**src/tdt_pkg.sv**
```systemverilog
// ----------------------------------------------------------------------------
// tdt_pkg
// Shared types and constants of the Trickle timer block: operation codes,
// register indexes, reset values, divider sizing and controller/datapath
// command and status structs.
// ----------------------------------------------------------------------------
package tdt_pkg;

	// operation codes of an input item
	localparam logic [1:0] OP_TICK  = 2'd0;
	localparam logic [1:0] OP_HEARD = 2'd1;
	localparam logic [1:0] OP_START = 2'd2;

	// configuration register indexes
	localparam int CFG_IDX_W  = 2;
	localparam int CFG_DATA_W = 8;
	localparam logic [CFG_IDX_W-1:0] CFG_INTERVAL_MIN = 2'd0;
	localparam logic [CFG_IDX_W-1:0] CFG_DOUBLINGS    = 2'd1;
	localparam logic [CFG_IDX_W-1:0] CFG_REDUNDANCY   = 2'd2;

	// register reset values
	localparam logic [4:0] RST_INTERVAL_MIN = 5'd12;
	localparam logic [4:0] RST_DOUBLINGS    = 5'd8;
	localparam logic [7:0] RST_REDUNDANCY   = 8'd10;

	// field widths
	localparam int EXP_W   = 5;
	localparam int HEARD_W = 8;
	localparam int RAND_W  = 16;
	localparam int CNTD_W  = 32;
	localparam int TICKS_W = CNTD_W + 1;

	// milliseconds per second, divisor of the interval conversion
	localparam logic [RAND_W-1:0] MS_PER_SEC = 16'd1000;

	// shared divider: 48-bit dividend, 16-bit divisor, 4 quotient bits a cycle
	localparam int DIV_W      = 48;
	localparam int DVS_W      = 16;
	localparam int DIV_RADIX  = 4;
	localparam int DIV_STEPS  = DIV_W / DIV_RADIX;
	localparam int DIV_CNT_W  = $clog2(DIV_STEPS);

	// controller to datapath commands
	typedef struct packed {
		logic latch;     // capture the accepted input transaction
		logic eval;      // apply the operation, load the divider if drawing
		logic div_step;  // one radix-16 divider step
		logic mul;       // keep ticks and half, form half * rand
		logic commit;    // store transmit point and rest of interval
		logic out_load;  // load the output register
	} tdt_cmd_t;

	// datapath to controller status
	typedef struct packed {
		logic need_draw; // current operation draws a new interval
	} tdt_status_t;

endpackage

```
**src/tdt_if.sv**
```systemverilog
// ----------------------------------------------------------------------------
// tdt_in_if / tdt_out_if
// Valid/ready channels of the Trickle timer: the item channel carrying
// operations and the result channel carrying timer decisions.
// ----------------------------------------------------------------------------
interface tdt_in_if;
	logic        valid;
	logic        ready;
	logic [1:0]  op;
	logic [15:0] rand_value;
	logic        addr_ready;

	modport source (output valid, output op, output rand_value, output addr_ready,
		input ready);
	modport sink (input valid, input op, input rand_value, input addr_ready,
		output ready);
endinterface

interface tdt_out_if;
	logic       valid;
	logic       ready;
	logic       send_msg;
	logic       suppressed;
	logic [4:0] interval_exponent;
	logic [7:0] heard_count;

	modport source (output valid, output send_msg, output suppressed,
		output interval_exponent, output heard_count, input ready);
	modport sink (input valid, input send_msg, input suppressed,
		input interval_exponent, input heard_count, output ready);
endinterface

```
**src/tdt_ctrl.sv**
```systemverilog
// ----------------------------------------------------------------------------
// tdt_ctrl
// Sequencer of the Trickle timer: accepts a transaction, runs the evaluate,
// divide, multiply, divide, commit sequence when an interval is drawn, and
// owns the output register valid.
// ----------------------------------------------------------------------------
module tdt_ctrl (
	input  logic                clk,
	input  logic                arst_n,
	input  logic                in_valid,
	output logic                in_ready,
	output logic                out_valid,
	input  logic                out_ready,
	input  tdt_pkg::tdt_status_t st,
	output tdt_pkg::tdt_cmd_t    cmd
);

	localparam logic [2:0] S_IDLE = 3'd0;
	localparam logic [2:0] S_EVAL = 3'd1;
	localparam logic [2:0] S_TDIV = 3'd2;
	localparam logic [2:0] S_MUL  = 3'd3;
	localparam logic [2:0] S_PDIV = 3'd4;
	localparam logic [2:0] S_FIN  = 3'd5;
	localparam logic [2:0] S_OUT  = 3'd6;

	localparam logic [tdt_pkg::DIV_CNT_W-1:0] CNT_LAST =
		tdt_pkg::DIV_CNT_W'(tdt_pkg::DIV_STEPS - 1);

	logic [2:0]                    state_q, state_nx;
	logic [tdt_pkg::DIV_CNT_W-1:0] cnt_q;
	logic                          out_valid_q;
	logic                          cnt_last;

	assign cnt_last  = (cnt_q == CNT_LAST);
	assign out_valid = out_valid_q;

	// next state and commands
	always_comb begin
		state_nx = state_q;
		cmd      = '0;
		in_ready = 1'b0;
		unique case (state_q)
			S_IDLE: begin
				in_ready = 1'b1;
				if (in_valid) begin
					cmd.latch = 1'b1;
					state_nx  = S_EVAL;
				end
			end
			S_EVAL: begin
				cmd.eval = 1'b1;
				state_nx = st.need_draw ? S_TDIV : S_OUT;
			end
			S_TDIV: begin
				cmd.div_step = 1'b1;
				if (cnt_last)
					state_nx = S_MUL;
			end
			S_MUL: begin
				cmd.mul  = 1'b1;
				state_nx = S_PDIV;
			end
			S_PDIV: begin
				cmd.div_step = 1'b1;
				if (cnt_last)
					state_nx = S_FIN;
			end
			S_FIN: begin
				cmd.commit = 1'b1;
				state_nx   = S_OUT;
			end
			S_OUT: begin
				if (!out_valid_q || out_ready) begin
					cmd.out_load = 1'b1;
					state_nx     = S_IDLE;
				end
			end
			default: state_nx = S_IDLE;
		endcase
	end

	// state, divider step count, output valid
	always_ff @(posedge clk or negedge arst_n) begin
		if (!arst_n) begin
			state_q     <= S_IDLE;
			cnt_q       <= '0;
			out_valid_q <= 1'b0;
		end else begin
			state_q <= state_nx;
			if (cmd.div_step && !cnt_last)
				cnt_q <= cnt_q + 1'b1;
			else
				cnt_q <= '0;
			if (cmd.out_load)
				out_valid_q <= 1'b1;
			else if (out_ready)
				out_valid_q <= 1'b0;
		end
	end

endmodule

```
**src/tdt_dpath.sv**
```systemverilog
// ----------------------------------------------------------------------------
// tdt_dpath
// Datapath of the Trickle timer: configuration registers, timer state,
// a shared radix-16 divider, one 32x16 multiplier and the output register.
// ----------------------------------------------------------------------------
module tdt_dpath #(
	parameter int unsigned TICKS_PER_SECOND = 128,
	parameter int unsigned RAND_RANGE_MAX   = 65535
) (
	input  logic                              clk,
	input  logic                              arst_n,
	input  logic                              cfg_we,
	input  logic [tdt_pkg::CFG_IDX_W-1:0]     cfg_idx,
	input  logic [tdt_pkg::CFG_DATA_W-1:0]    cfg_wdata,
	input  tdt_pkg::tdt_cmd_t                 cmd,
	output tdt_pkg::tdt_status_t              st,
	input  logic [1:0]                        op,
	input  logic [tdt_pkg::RAND_W-1:0]        rand_value,
	input  logic                              addr_ready,
	output logic                              send_msg,
	output logic                              suppressed,
	output logic [tdt_pkg::EXP_W-1:0]         interval_exponent,
	output logic [tdt_pkg::HEARD_W-1:0]       heard_count
);

	localparam logic [10:0] TPS_V = 11'(TICKS_PER_SECOND);
	localparam logic [tdt_pkg::RAND_W-1:0] RRM_V = tdt_pkg::RAND_W'(RAND_RANGE_MAX);

	// configuration
	logic [tdt_pkg::EXP_W-1:0]   int_min_q;
	logic [tdt_pkg::EXP_W-1:0]   doub_q;
	logic [tdt_pkg::HEARD_W-1:0] redund_q;

	// timer state
	logic [tdt_pkg::EXP_W-1:0]   cur_exp_q;
	logic [tdt_pkg::HEARD_W-1:0] heard_q;
	logic                        in_send_q;
	logic [tdt_pkg::CNTD_W-1:0]  countdown_q;
	logic [tdt_pkg::CNTD_W-1:0]  rest_q;
	logic                        addr_ok_q;
	logic                        running_q;

	// captured transaction and per-item flags
	logic [1:0]                  op_q;
	logic [tdt_pkg::RAND_W-1:0]  rnd_q;
	logic                        ready_q;
	logic                        send_q;
	logic                        supp_q;

	// divider and interval arithmetic
	logic [tdt_pkg::DVS_W-1:0]   rem_q;
	logic [tdt_pkg::DIV_W-1:0]   quo_q;
	logic [tdt_pkg::DVS_W-1:0]   dvs_q;
	logic [tdt_pkg::TICKS_W-1:0] ticks_q;
	logic [tdt_pkg::CNTD_W-1:0]  half_q;

	logic [tdt_pkg::CNTD_W-1:0]  cd_dec;
	logic                        fire;
	logic                        proceed;
	logic [tdt_pkg::EXP_W:0]     lim_sum;
	logic [tdt_pkg::EXP_W-1:0]   limit;
	logic [tdt_pkg::EXP_W-1:0]   exp_bump;
	logic                        start_draw;
	logic                        tick_draw;
	logic                        need_draw;
	logic [tdt_pkg::EXP_W-1:0]   exp_draw;
	logic                        below;
	logic [tdt_pkg::RAND_W-1:0]  rnd_cl;
	logic [tdt_pkg::DIV_W-1:0]   prod;
	logic [tdt_pkg::TICKS_W-1:0] point;
	logic [tdt_pkg::TICKS_W-1:0] rest_calc;
	logic [tdt_pkg::DVS_W-1:0]   rem_nx;
	logic [tdt_pkg::DIV_W-1:0]   quo_nx;

	// operation decode
	assign cd_dec     = (countdown_q != '0) ? countdown_q - 1'b1 : '0;
	assign fire       = (op_q == tdt_pkg::OP_TICK) && running_q && (cd_dec == '0);
	assign proceed    = fire && (addr_ok_q || ready_q);
	assign lim_sum    = {1'b0, int_min_q} + {1'b0, doub_q};
	assign limit      = lim_sum[tdt_pkg::EXP_W] ? '1 : lim_sum[tdt_pkg::EXP_W-1:0];
	assign exp_bump   = (cur_exp_q < limit) ? cur_exp_q + 1'b1 : cur_exp_q;
	assign start_draw = (op_q == tdt_pkg::OP_START) &&
		(!running_q || (cur_exp_q > int_min_q));
	assign tick_draw  = proceed && !in_send_q;
	assign need_draw  = tick_draw || start_draw;
	assign exp_draw   = start_draw ? int_min_q : exp_bump;
	assign below      = (heard_q < redund_q);
	assign st.need_draw = need_draw;

	// transmit point arithmetic
	assign rnd_cl    = (rnd_q > RRM_V) ? RRM_V : rnd_q;
	assign prod      = quo_q[tdt_pkg::CNTD_W:1] * rnd_cl;
	assign point     = {1'b0, half_q} + {1'b0, quo_q[tdt_pkg::CNTD_W-1:0]};
	assign rest_calc = ticks_q - point;

	// four restoring division steps per cycle
	always_comb begin
		logic [tdt_pkg::DVS_W-1:0] r;
		logic [tdt_pkg::DIV_W-1:0] q;
		logic [tdt_pkg::DVS_W:0]   t;
		r = rem_q;
		q = quo_q;
		for (int i = 0; i < tdt_pkg::DIV_RADIX; i++) begin
			t = {r, q[tdt_pkg::DIV_W-1]};
			q = {q[tdt_pkg::DIV_W-2:0], 1'b0};
			if (t >= {1'b0, dvs_q}) begin
				t    = t - {1'b0, dvs_q};
				q[0] = 1'b1;
			end
			r = t[tdt_pkg::DVS_W-1:0];
		end
		rem_nx = r;
		quo_nx = q;
	end

	// configuration registers
	always_ff @(posedge clk or negedge arst_n) begin
		if (!arst_n) begin
			int_min_q <= tdt_pkg::RST_INTERVAL_MIN;
			doub_q    <= tdt_pkg::RST_DOUBLINGS;
			redund_q  <= tdt_pkg::RST_REDUNDANCY;
		end else if (cfg_we) begin
			unique case (cfg_idx)
				tdt_pkg::CFG_INTERVAL_MIN: int_min_q <= cfg_wdata[tdt_pkg::EXP_W-1:0];
				tdt_pkg::CFG_DOUBLINGS:    doub_q    <= cfg_wdata[tdt_pkg::EXP_W-1:0];
				tdt_pkg::CFG_REDUNDANCY:   redund_q  <= cfg_wdata;
				default: ;
			endcase
		end
	end

	// timer state
	always_ff @(posedge clk or negedge arst_n) begin
		if (!arst_n) begin
			cur_exp_q   <= '0;
			heard_q     <= '0;
			in_send_q   <= 1'b0;
			countdown_q <= '0;
			rest_q      <= '0;
			addr_ok_q   <= 1'b0;
			running_q   <= 1'b0;
		end else if (cmd.eval) begin
			unique case (op_q)
				tdt_pkg::OP_TICK: begin
					if (running_q) begin
						countdown_q <= cd_dec;
						if (fire && !proceed)
							countdown_q <= tdt_pkg::CNTD_W'(TPS_V);
						else if (proceed) begin
							addr_ok_q <= 1'b1;
							if (in_send_q) begin
								in_send_q   <= 1'b0;
								countdown_q <= rest_q;
							end
						end
					end
				end
				tdt_pkg::OP_HEARD: begin
					if (heard_q != '1)
						heard_q <= heard_q + 1'b1;
				end
				tdt_pkg::OP_START: begin
					running_q <= 1'b1;
				end
				default: ;
			endcase
			if (need_draw)
				cur_exp_q <= exp_draw;
		end else if (cmd.commit) begin
			countdown_q <= point[tdt_pkg::CNTD_W-1:0];
			rest_q      <= rest_calc[tdt_pkg::CNTD_W-1:0];
			in_send_q   <= 1'b1;
			heard_q     <= '0;
		end
	end

	// transaction capture, arithmetic and output registers
	always_ff @(posedge clk) begin
		if (cmd.latch) begin
			op_q    <= op;
			rnd_q   <= rand_value;
			ready_q <= addr_ready;
		end
		if (cmd.eval) begin
			send_q <= proceed && in_send_q && below;
			supp_q <= proceed && in_send_q && !below;
		end
		// interval in ticks: (TPS << exp) / 1000
		if (cmd.eval && need_draw) begin
			quo_q <= tdt_pkg::DIV_W'(TPS_V) << exp_draw;
			rem_q <= '0;
			dvs_q <= tdt_pkg::MS_PER_SEC;
		end else if (cmd.div_step) begin
			quo_q <= quo_nx;
			rem_q <= rem_nx;
		end else if (cmd.mul) begin
			// offset into the second half: (half * rand) / range
			ticks_q <= quo_q[tdt_pkg::TICKS_W-1:0];
			half_q  <= quo_q[tdt_pkg::CNTD_W:1];
			quo_q   <= prod;
			rem_q   <= '0;
			dvs_q   <= RRM_V;
		end
		if (cmd.out_load) begin
			send_msg          <= send_q;
			suppressed        <= supp_q;
			interval_exponent <= cur_exp_q;
			heard_count       <= heard_q;
		end
	end

endmodule

```
**src/trickle_dio_timer_top.sv**
```systemverilog
// ----------------------------------------------------------------------------
// trickle_dio_timer_top
// Trickle timer stepped by tick, heard and reset/start transactions, with a
// plain register write port for interval_min, doublings and redundancy.
// ----------------------------------------------------------------------------
// One transaction is worked at a time and each gives exactly one result. A
// transaction that draws no new interval (heard, unused, a tick that ends no
// interval, or a reset/start that changes nothing) goes from acceptance
// through evaluate to the output load and back to idle. A transaction that
// draws a new interval (reset/start, or a tick ending an interval) runs an
// evaluate step, the shared radix-16 divider to convert the interval to
// ticks, a multiply step, the divider again to scale the random transmit
// point, a commit step, then the output load and the return to idle.
// The result sits in an output register, so the next
// transaction is accepted while it waits to be taken; that next transaction
// then holds before its output load until the earlier result is taken.
// The user must write the registers only while the block is idle; the block itself does not enforce it.
module trickle_dio_timer_top #(
	parameter int unsigned TICKS_PER_SECOND = 128,
	parameter int unsigned RAND_RANGE_MAX   = 65535
) (
	input  logic                           clk,
	input  logic                           arst_n,
	input  logic                           cfg_we,
	input  logic [tdt_pkg::CFG_IDX_W-1:0]  cfg_idx,
	input  logic [tdt_pkg::CFG_DATA_W-1:0] cfg_wdata,
	tdt_in_if.sink                         item,
	tdt_out_if.source                      result
);

	tdt_pkg::tdt_cmd_t    cmd;
	tdt_pkg::tdt_status_t st;

	// sequencer
	tdt_ctrl u_ctrl (
		.clk       (clk),
		.arst_n    (arst_n),
		.in_valid  (item.valid),
		.in_ready  (item.ready),
		.out_valid (result.valid),
		.out_ready (result.ready),
		.st        (st),
		.cmd       (cmd)
	);

	// state and arithmetic
	tdt_dpath #(
		.TICKS_PER_SECOND (TICKS_PER_SECOND),
		.RAND_RANGE_MAX   (RAND_RANGE_MAX)
	) u_dpath (
		.clk               (clk),
		.arst_n            (arst_n),
		.cfg_we            (cfg_we),
		.cfg_idx           (cfg_idx),
		.cfg_wdata         (cfg_wdata),
		.cmd               (cmd),
		.st                (st),
		.op                (item.op),
		.rand_value        (item.rand_value),
		.addr_ready        (item.addr_ready),
		.send_msg          (result.send_msg),
		.suppressed        (result.suppressed),
		.interval_exponent (result.interval_exponent),
		.heard_count       (result.heard_count)
	);

`ifndef SYNTHESIS
	// one transaction at a time: no acceptance right after one
	a_single_item: assert property (@(posedge clk) disable iff (!arst_n)
		item.valid && item.ready |=> !item.ready)
		else $error("transaction accepted while previous one in progress");

	// a transmit point is either sent or suppressed, never both
	a_send_xor_supp: assert property (@(posedge clk) disable iff (!arst_n)
		result.valid |-> !(result.send_msg && result.suppressed))
		else $error("send and suppressed both set");

	// a loaded result is presented on the next cycle
	a_out_load: assert property (@(posedge clk) disable iff (!arst_n)
		cmd.out_load |=> result.valid)
		else $error("output register loaded but not valid");

	// the divider never steps and nothing commits while the block waits for a transaction
	a_div_idle: assert property (@(posedge clk) disable iff (!arst_n)
		item.ready |-> !cmd.div_step && !cmd.commit)
		else $error("divider active while idle");
`endif

endmodule
```
**src/flat_wrapper.sv**
```systemverilog
// flat-port wrapper written by rule: the top's interface ports become plain ports
module trickle_dio_timer_top_flat 
#(
	parameter int unsigned TICKS_PER_SECOND = 128,
	parameter int unsigned RAND_RANGE_MAX   = 65535
)
  (clk, arst_n, cfg_we, cfg_idx, cfg_wdata, item_valid, item_op, item_rand_value, item_addr_ready, item_ready, result_valid, result_send_msg, result_suppressed, result_interval_exponent, result_heard_count, result_ready);
  tdt_in_if item_i ();
  tdt_out_if result_i ();
  input  logic clk;
  input  logic arst_n;
  input  logic cfg_we;
  input  logic [tdt_pkg::CFG_IDX_W-1:0] cfg_idx;
  input  logic [tdt_pkg::CFG_DATA_W-1:0] cfg_wdata;
  input wire logic [$bits(item_i.valid)-1:0] item_valid;
  input wire logic [$bits(item_i.op)-1:0] item_op;
  input wire logic [$bits(item_i.rand_value)-1:0] item_rand_value;
  input wire logic [$bits(item_i.addr_ready)-1:0] item_addr_ready;
  output wire logic [$bits(item_i.ready)-1:0] item_ready;
  output wire logic [$bits(result_i.valid)-1:0] result_valid;
  output wire logic [$bits(result_i.send_msg)-1:0] result_send_msg;
  output wire logic [$bits(result_i.suppressed)-1:0] result_suppressed;
  output wire logic [$bits(result_i.interval_exponent)-1:0] result_interval_exponent;
  output wire logic [$bits(result_i.heard_count)-1:0] result_heard_count;
  input wire logic [$bits(result_i.ready)-1:0] result_ready;
  assign item_i.valid = item_valid;
  assign item_i.op = item_op;
  assign item_i.rand_value = item_rand_value;
  assign item_i.addr_ready = item_addr_ready;
  assign item_ready = item_i.ready;
  assign result_valid = result_i.valid;
  assign result_send_msg = result_i.send_msg;
  assign result_suppressed = result_i.suppressed;
  assign result_interval_exponent = result_i.interval_exponent;
  assign result_heard_count = result_i.heard_count;
  assign result_i.ready = result_ready;
  trickle_dio_timer_top #(.TICKS_PER_SECOND(TICKS_PER_SECOND), .RAND_RANGE_MAX(RAND_RANGE_MAX)) u_core (.clk(clk), .arst_n(arst_n), .cfg_we(cfg_we), .cfg_idx(cfg_idx), .cfg_wdata(cfg_wdata), .item(item_i), .result(result_i));
endmodule
```
**config.mk**
```make
export PLATFORM = sky130hd
export DESIGN_NAME = trickle_dio_timer_top_flat
export DESIGN_NICKNAME = d
export VERILOG_FILES = /design/src/tdt_pkg.sv /design/src/tdt_if.sv /design/src/tdt_ctrl.sv /design/src/tdt_dpath.sv /design/src/trickle_dio_timer_top.sv /design/src/flat_wrapper.sv
export SDC_FILE = /design/constraint.sdc
export NUM_CORES = 2
export LEC_CHECK = 0
export BUFFER_PORTS_ARGS = -buffer_cell sky130_fd_sc_hd__buf_2
export CORE_MARGIN = 4
export CORE_UTILIZATION = 30
export CTS_CLUSTER_DIAMETER = 50
export DETAILED_ROUTE_END_ITERATION = 10
export PLACE_DENSITY_LB_ADDON = 0.05
export SYNTH_ARGS = -nofsm -noshare
export SYNTH_HDL_FRONTEND = slang
export SYNTH_SLANG_ARGS = --single-unit
```
**constraint.sdc**
```tcl
create_clock -name clk -period 21.1 [get_ports clk]
set_input_delay 4.22 -clock clk [delete_from_list [all_inputs] [get_ports clk]]
set_output_delay 4.22 -clock clk [all_outputs]
set_load 0.005 [all_outputs]
```
==> metrics.md <==
| Metric | Value |
|---|---|
| Via density | around 5 |
| Post-synth top flop | edfxtp_1 |
| GRT Resource Usage Total | 0.1816 |
| Final setup TNS | 0 ps |
| Final nets | roughly 4,300 |
| Final hold vios | 0 |
| CTS Root Cell | clkbuf_16 |
| Drc violations | 0 |
| Clk slew on worst S/H paths | 60 ps |
| Die X | approximately 340 µm |
| Initial antenna violation count | 3 |
| I/O Pins | 51 |
| Top cell type's share of synthesized area | 0.2627 |
| CTS H-tree depth | 2 |
| Placement row count | approximately 120 |
| Synthesized cell area | 32,160 µm² |
| Main combinational cell family by area after synthesis | adder cells |
| Initial detailed-routing violation count | about 1,100 |
| Mapped Cells | 3,603 |
| Most used cell along the critical path | a21o_1 |
| Reg-to-reg critical path endpoint | u_core.u_dpath.quo_q[0] |
| Post-CTS sizing | 0 |
| Post-Layout Cell Count | ~5,000 |
| RSZ-0062 raised after global routing | false |
| Mean post-synth cell area | about 8.9 µm² |
| Sink Count | 240 |
| Critical Path End Type | flip-flop |
| DRT antenna net count | 0 |
| Vias in the first global route | 26,650 |
| Chip height | 335.4 µm |
| Syn nets | approximately 4,300 |
| CTS Hold Bufs | 0 |
| Crit Path Class | flip-flop to flip-flop |
| Top post-synthesis cells by count | nand2_1, inv_1, fa_1 |
| Critical-path top delay cell | dfxtp_1 |
| Final setup fails | 0 |
| Post-DP HPWL | approximately 76 mm |
| CP max stage delay | approximately 650 ps |
| Post-route minimum period | approximately 12,000 ps |
| Worst Hold Class | flip-flop to flip-flop |
| GP Congestion | 0.8293 |
| Max Fanout on Critical Path | 46 |
| Total Wirelength | 100.2 mm |
| Outcome | completed |
| Reg2Reg Depth | between 40 and 50 |
| Compound-Gate Fraction of Synth Area | 0.1277 |
| Postcts setup bufs | 0 |
| Register bit total from synthesis | 240 |
| CP Data Arrival Time | 12,280 ps |
| Critical Path Sink | u_core.u_dpath.quo_q[0] |
| Die footprint | ~110,000 µm² |
| Final worst clock skew | 48.29 ps |
| Dpl cells | roughly 5,000 |
| Startpoint types | flip-flop |
| CTS buffer count | between 40 and 50 |
| Starting Density | 0.3038 |
| Synth Area in Adders | 0.3600 |
| Sequential share of the synthesized area | 0.2025 |
| Worst rel slew slack | 0.2317 |
| Post-Synth XOR/XNOR Area | 0.04930 |
| Pin count of the biggest net entering global routing | 88 |
| Core Region | 105,900 µm² |
| Most numerous cell in the Yosys netlist | nand2_1 |
| Synthesis-to-layout area growth | 11.04% |
| CTS tree | built |
| Worst-Margin Slew | between 1000 and 1500 ps |
| Residual overflow from global routing | 0 |
| Worst endpoint required time | about 21,000 ps |
| First-pass GRT wire length | 160.5 mm |
| Final core occ | 0.3373 |
| Ranking of synthesized cells by area | fa_1, edfxtp_1, ha_1 |
| Layout cells sized above 1 | 0.07262 |
| Ys async rst share | 0.4417 |
| Final period util | 0.5666 |
| Synth unique cells | 94 |
| First-pass iteration count of the detailed router | 5 |
| Post-synth EDFFs | about 120 |
| R2R Setup Slk | 9140 ps |
| Simple-gate share of the synthesized area | 0.1763 |
| Max-slew violation count | 0 |
| Worst Setup SP | u_core.u_dpath.dvs_q[0] |
| Fmax | 83.64 MHz |
| Port bufs | 50 |
| Yosys top cell by area | fa_1 |
| Maxcap violations | 0 |
| R2r startpoint | u_core.u_dpath.dvs_q[0] |
| Wirelength per Cell | between 15 and 20 µm |
| Synth Warn # | 0 |
| Clock latency on the worst-skew pair | ~620 ps |
| DR vias | 24,740 |
| CTS Buffer Depth | 3 |
| Mux cell area share after synthesis | 0.01167 |
worst min path at each step:
stage,start,endpoint,slack (ps),depth (start not counted)
3_3_place_gp,u_core.u_dpath.send_q,u_core.u_dpath.send_msg,410,0
2_1_floorplan,u_core.u_dpath.send_q,u_core.u_dpath.send_msg,400,0
3_5_place_dp,u_core.u_dpath.send_q,u_core.u_dpath.send_msg,410,0
5_1_grt,u_core.u_dpath.supp_q,u_core.u_dpath.suppressed,440,0
4_1_cts,u_core.u_dpath.supp_q,u_core.u_dpath.suppressed,420,0
6_report,u_core.u_dpath.supp_q,u_core.u_dpath.suppressed,420,0
metrics by stage:
step	worst slack (ps)	hold slack [ps]	cell area, µm²
5_1_grt	8376	436.3	35700
2_1_floorplan	10950	400.3	32160
3_3_place_gp	9334	405.7	34060
6_report	9144	419.6	35710
3_5_place_dp	9221	409.3	34060
4_1_cts	9166	419.3	35700
cell type report:
| cell class | instances | area (µm²) |
|---|---|---|
| Sequential cell | 240 | 6513 |
| Fill cell | 11130 | 70160 |
| Tap cell | 1391 | 1740 |
| Inverter | 453 | 1700 |
| Multi-Input combinational cell | 2748 | 23340 |
| Antenna cell | 2 | 5.005 |
| Timing Repair Buffer | 118 | 763.2 |
| Clock buffer | 56 | 1262 |
| Clock inverter | 34 | 379.1 |
per-layer routing:
layer | share of wire | GRT usage | wire [µm] | up-vias
li1 | - | - | - | 11900
met1 | 0.49 | 0.2605 | 49550 | 12440
met2 | 0.47 | 0.3052 | 46880 | 323
met3 | 0.026 | 0.01651 | 2636 | 79
met4 | 0.012 | 0.02547 | 1161 | 0
met5 | 0 | 0 | 0 | -
cells by family (layout without fill, tap and decap cells):
kind of cell / Yosys count / after routing
AOI/OAI and AO/OA: 636 / 636
xor gates and xnor gates: 181 / 181
adders and majority gates: 672 / 672
buffers and inverters: 615 / 661
DFF: 240 / 240
muxes: 35 / 35
other: 0 / 2
and+or+nand+nor: 1224 / 1224
state kept, by name (all words and copies together), names as in the netlist, 4 cells and up:
name and count:
u_core.u_dpath.int_min_q 5, u_core.u_dpath.cur_exp_q 5, u_core.u_dpath.heard_q 8, u_core.u_dpath.rem_q 16
u_core.u_dpath.rnd_q 16, u_core.u_dpath.doub_q 5, u_core.u_dpath.countdown_q 32, u_core.u_dpath.heard_count 8
u_core.u_dpath.interval_exponent 5, u_core.u_dpath.rest_q 32, u_core.u_dpath.redund_q 8, u_core.u_dpath.quo_q 48
u_core.u_ctrl.cnt_q 4, u_core.u_dpath.ticks_q 31
worst max-delay path, delay by kind of cell (launching register included):
kind                     cells  cell delay (ps)
buffers and inverters        5              880
flip-flops                   1              650
AND/OR/NAND/NOR              7             2490
XOR/XNOR                     1              340
adder cells (fa/ha/maj)      4             1450
AO/OA/AOI/OAI               24             5820
cells in the final DEF (no fill, tap or decap), types with 49 or more instances in the layout:
cell,n
edfxtp_1,117
nand3_1,51
fa_1,422
xnor2_1,110
buf_2,49
ha_1,250
dfrtp_1,101
clkbuf_16,49
nor2_1,179
buf_4,69
xor2_1,71
inv_1,451
o21ai_0,125
and2_1,162
a21oi_1,190
nand2_1,594
a21o_1,55
Power is not shown: default switching activity piles up to over one toggle a cycle in this logic, so the estimate is an artifact.
